--- src/rtl/dnms_pkg.sv ---
`default_nettype none
// ----------------------------------------------------------------------------
// dnms_pkg
// Shared types and constants for the detection decode and suppression block.
// ----------------------------------------------------------------------------
package dnms_pkg;

   localparam int DET_DEPTH = 64;
   localparam int IDX_W     = $clog2(DET_DEPTH);
   localparam int CNT_W     = IDX_W + 1;
   localparam int CLS_MAX   = 4;

   localparam int MUL_A_W = 35;
   localparam int MUL_B_W = 17;
   localparam int PROD_W  = MUL_A_W + MUL_B_W;

   localparam logic [2:0] REG_CONF_THR = 3'd0;
   localparam logic [2:0] REG_OVL_THR  = 3'd1;
   localparam logic [2:0] REG_INV_SCL  = 3'd2;
   localparam logic [2:0] REG_PAD_L    = 3'd3;
   localparam logic [2:0] REG_PAD_T    = 3'd4;
   localparam logic [2:0] REG_IMG_W    = 3'd5;
   localparam logic [2:0] REG_IMG_H    = 3'd6;
   localparam logic [2:0] REG_CLS_CNT  = 3'd7;

   typedef struct packed {
      logic [1:0]  cls;
      logic [15:0] score;
      logic [15:0] bottom;
      logic [15:0] right;
      logic [15:0] top;
      logic [15:0] left;
   } item_type;

   typedef struct packed {
      logic             item_we;
      logic [IDX_W-1:0] item_waddr;
      logic [IDX_W-1:0] item_raddr;
      logic             rank_we;
      logic [IDX_W-1:0] rank_waddr;
      logic [IDX_W-1:0] rank_wdata;
      logic [IDX_W-1:0] rank_raddr;
   } store_ctl_type;

endpackage
`default_nettype wire

--- src/rtl/dnms_mul.sv ---
`default_nettype none
// ----------------------------------------------------------------------------
// dnms_mul
// Shared signed multiplier with a registered product.
// ----------------------------------------------------------------------------
module dnms_mul (
   input  wire logic                                  clock,
   input  wire logic signed [dnms_pkg::MUL_A_W-1:0]   op_a,
   input  wire logic signed [dnms_pkg::MUL_B_W-1:0]   op_b,
   output logic signed      [dnms_pkg::PROD_W-1:0]    prod
);
   import dnms_pkg::*;

   logic signed [PROD_W-1:0] prod_ff;
   logic signed [PROD_W-1:0] prod_in;

   assign prod_in = PROD_W'(op_a) * PROD_W'(op_b);

   always_ff @(posedge clock) begin
      prod_ff <= prod_in;
   end

   assign prod = prod_ff;

endmodule
`default_nettype wire

--- config.mk ---
export PLATFORM = sky130hd
export DESIGN_NAME = dnms_mul
export DESIGN_NICKNAME = d
export VERILOG_FILES = /design/src/rtl/dnms_pkg.sv /design/src/rtl/dnms_mul.sv
export SDC_FILE = /design/constraint.sdc
export NUM_CORES = 2
export LEC_CHECK = 0
export ABC_AREA = 1
export ABC_CLOCK_PERIOD_IN_PS = 18100
export BUFFER_PORTS_ARGS = -buffer_cell sky130_fd_sc_hd__buf_2
export CAP_MARGIN = 5
export CORE_MARGIN = 2
export CORE_UTILIZATION = 38
export DETAILED_ROUTE_END_ITERATION = 8
export PLACE_DENSITY = 0.56
export SYNTH_ARGS = -nofsm -noshare
export SYNTH_HDL_FRONTEND = slang
export SYNTH_SLANG_ARGS = --single-unit
--- constraint.sdc ---
create_clock -name clock -period 18.1 [get_ports clock]
set_input_delay 1.81 -clock clock [delete_from_list [all_inputs] [get_ports clock]]
set_output_delay 1.81 -clock clock [all_outputs]
set_load 0.01 [all_outputs]
# After elaboration in Yosys (flattened, before gate mapping)
# Cells that the tools add are included.
[totals]
regBits = 52
latchBits = 0
ramBits = 0
rom_bits = 0
mem_count = 0
[op_classes]
addsub = 0
n_mul = 1
div_mod_pow = 0
order_cmp = 0
eq_ne = 0
n_shift = 0
mux = 0
n_bitwise = 0
reduce_logical = 0
[op_table]
columns = ["op", "n"]
rows = [
  ["35-bit by 17-bit multiplier with 52-bit output", 1],
]

# Longest topological paths before layout
[logic_depth]
depth_word = 1
depth_mapped = 29
depth_no_buf = 27

# Worst setup path before layout
# Ideal clock, no wire load.
[synth_path]
kind = "in2reg"
from = "input port op_a[34] (netlist name)"
to = "register prod_ff[51], in the netlist prod[51]"
arrival_time_ns = 6.898
path_slack_ns = 11.088
path_stages = 23
n_path_buf = 2
path_cell_list = "clkbuf_1 -> clkbuf_1 -> nand2_1 -> inv_1 -> fa_1 -> fa_1 -> inv_1 -> fa_1 -> inv_1 -> fa_1 -> inv_1 -> fa_1 -> fa_1 -> inv_1 -> ha_1 -> nand3_1 -> inv_1 -> nand2_1 -> nand3_1 -> a21oi_1 -> nand3_1 -> nand2_1 -> nand2_1"
[synth_between]
elab_chain_cells = 1
[synth_lines]
columns = ["element", "line_no", "text"]
rows = [
  ["start, declared", "dnms_mul.sv:8", "input wire logic signed [dnms_pkg::MUL_A_W-1:0] op_a,"],
  ["35-bit by 17-bit multiplier with 52-bit output", "dnms_mul.sv:17", "assign prod_in = PROD_W'(op_a) * PROD_W'(op_b);"],
  ["named net prod_in[51]", "dnms_mul.sv:15", "logic signed [PROD_W-1:0] prod_in;"],
  ["end signal, assigned", "dnms_mul.sv:20", "prod_ff <= prod_in;"],
  ["end, declared", "dnms_mul.sv:14", "logic signed [PROD_W-1:0] prod_ff;"],
]
# The timed path passes the listed nets, and every way through them passes these cells.

# Worst setup path after layout
[layout_path]
from = "input port op_b[10] (netlist name)"
to = "register prod_ff[21], in the netlist prod[21]"
[layout_between]
elab_chain_cells = 1
[layout_lines]
columns = ["element", "line_no", "text"]
rows = [
  ["start, declared", "dnms_mul.sv:9", "input wire logic signed [dnms_pkg::MUL_B_W-1:0] op_b,"],
  ["35-bit by 17-bit multiplier with 52-bit output", "dnms_mul.sv:17", ""],
  ["named net prod_in[21]", "dnms_mul.sv:15", ""],
]
# The timed path passes the listed nets, and every way through them passes these cells.

==> out/metrics.yaml <==
sta:
  holdWs_ns: 1.94
  fmax_ghz: 0.130
  hold_violations: 0
  worst_slew_pin_slew_ns: 1.11
  worst_slack_ns: 10.44
  finalSetupViolCount: 0
  drv_slew: 0
  finalCritPeriodShare: 0.423
  slew_headroom: 0.263
  tns_ns: 0
  fin_crit_ns: 7.66
  rsz0062_at_grt: "false"
worst_setup_path:
  path_class: "primary input to flop"
  cp_max_fo: 35
  arrival_ns: 7.82
  cp-end-kind: "flop"
  critPathLaunchType: "primary input"
  worstPathRequired_ns: 18.26
logic_synthesis:
  syn_area_per_cell_um2: 7.34
  dominantRegCellSynth: "dfxtp_1"
  seq_area_frac_synth: 0.0440
  synthArstFlopShare: 0
  ys_types: 26
  synth_seq_cells: 52
  synthCells: 3223
  synth_edf_count: 0
  ys.warnings.count: 0
  syn_area_um2: 23700
  syn-num-nets: 3963
floorplan:
  die_area_um2: 64300
  die_w_um: 253
  fp.dieH_um: 253
  start_util: 0.384
  coreArea_um2: 61600
  rows: 91
  ios: 105
routing:
  avgRoutedWirePerCell_um: 15.2
  via_per_inst: 4.50
  drcViolationCount: 0
  ant_nets: 0
  first_pass_iters: 5
  num_vias: 18165
  drt_iter0_drc: 921
  wirelength_um: 61600
clock_tree:
  h-tree-depth: 2
  postCtsHoldBufs: 0
  cts_tree: "done"
  cts_resized: 0
  numCtsBuffers: 5
  clk_pin_slew_ns: 0.08
  cts_root_buf: "clkbuf_16"
  clock_path_buffers: 2
  clock-sinks: 52
  postCtsSetupBuffers: 0
placed_design:
  place_congestion: 0.941
  dp_hpwl_um: 51800
  io_buffer_count: 104
  post-place-ws_ns: 10.14
  place_inst: 4031
cells_and_area:
  stdcell_count: 4041
  largest_reg_flops: 52
  final_nets: 3941
  syn_to_final_growth_pct: 5.23
  drive_gt1_frac: 0.0490
grt:
  grt_overflow: 0
  grt_use_total: 0.205
  antenna_found_initial: 3
  grt_max_degree: 37
  grt_pass1_wl_um: 103000
  grt_pass1_vias: 19654
hold_path:
  min_to: "prod[0]"
  hold_path.startpoint: "op_a[0]"
  worstHoldPathCells: 3
  hp-class: "primary input to flop"
flow_run:
  cap_viol_max_count: 0
outcome:
  status: "completed"
## how the worst max path moves through the flow
stage	start	end	slack, ns	cells past startpoint
floorplan	op_a[34]	prod[51]	11.09	23
global placement	op_b[5]	prod[51]	10.19	21
detailed placement	op_b[5]	prod[51]	10.14	21
CTS	op_b[5]	prod[51]	10.49	21
global route	op_b[5]	prod[51]	10.09	22
finish	op_b[10]	prod[21]	10.44	23
## metrics by stage
stage,area (um^2),utilization
global route,24900,0.404
global placement,24700,0.402
finish,24900,0.404
CTS,24900,0.404
floorplan,23700,-
detailed placement,24700,0.402
## critical path, stage by stage
cell and delay (ns):
buf_2 0.80, nand2_1 0.17, fa_1 0.52, inv_1 0.05, fa_1 0.50, inv_1 0.06, fa_1 0.55, inv_1 0.05
fa_1 0.49, fa_1 0.53, inv_1 0.06, fa_1 0.48, inv_1 0.05, ha_1 0.35, nand2_1 0.12, nor2_2 0.18
inv_2 0.06, nor3_2 0.19, nand2_1 0.10, nand2_2 0.16, nand2_1 0.07, nand2_1 0.12, xor2_1 0.33
## layout by cell type, fill, tap and decap left out, types with 3 or more instances in the layout
cell,n
nor2_1,88
buf_2,104
nand4_1,18
o21bai_1,4
buf_4,4
xor2_1,26
xnor2_1,3
a21oi_1,25
nor3_1,11
or2_2,8
nand3_1,54
inv_2,6
inv_1,1068
clkbuf_16,5
fa_1,566
dfxtp_1,52
nand2_1,1003
ha_1,121
nand2_2,8
nor3_2,3
nor2_2,13
## layer usage
metal	GRT usage	routed length (um)	up-vias
li1	-	-	8704
met5	0	12	-
met2	0.373	31200	413
met1	0.266	26400	8961
met3	0.0154	2560	85
met4	0.0426	1460	2
## cell type report
type                    count  area, um^2
flip-flops and latches     52        1040
fillers                  6544       36700
well taps                 837        1050
multi-input cells        1959       18100
clock inverters             3        23.8
clock buffers               5         125
diodes                      2        5.00
repair buffers            108         551
inverters                1075        4040
## cell usage after synthesis, drive strengths merged (3+ instances only)
cell type     n  area share
inv        1074        0.17
nand2      1011        0.16
fa          566        0.48
clkbuf      137       0.022
ha          121       0.064
nor2        102       0.018
nand3        55       0.012
dfxtp        52       0.044
xor2         26      0.0096
a21oi        25      0.0053
nand4        18      0.0048
nor3         14      0.0036
or2           8      0.0021
o21bai        4      0.0013
xnor2         3      0.0011
## kinds of logic after synthesis
logic type,after synthesis,share of synthesized area
DFF,52,0.0440
and+or+nand+nor,1211,0.202
AOI/OAI and AO/OA,32,0.00751
adders and majority gates,687,0.543
buffers and inverters,1212,0.192
xor gates and xnor gates,29,0.0107
Power is not shown: default switching activity piles up to over one toggle a cycle in this logic, so the estimate is an artifact.
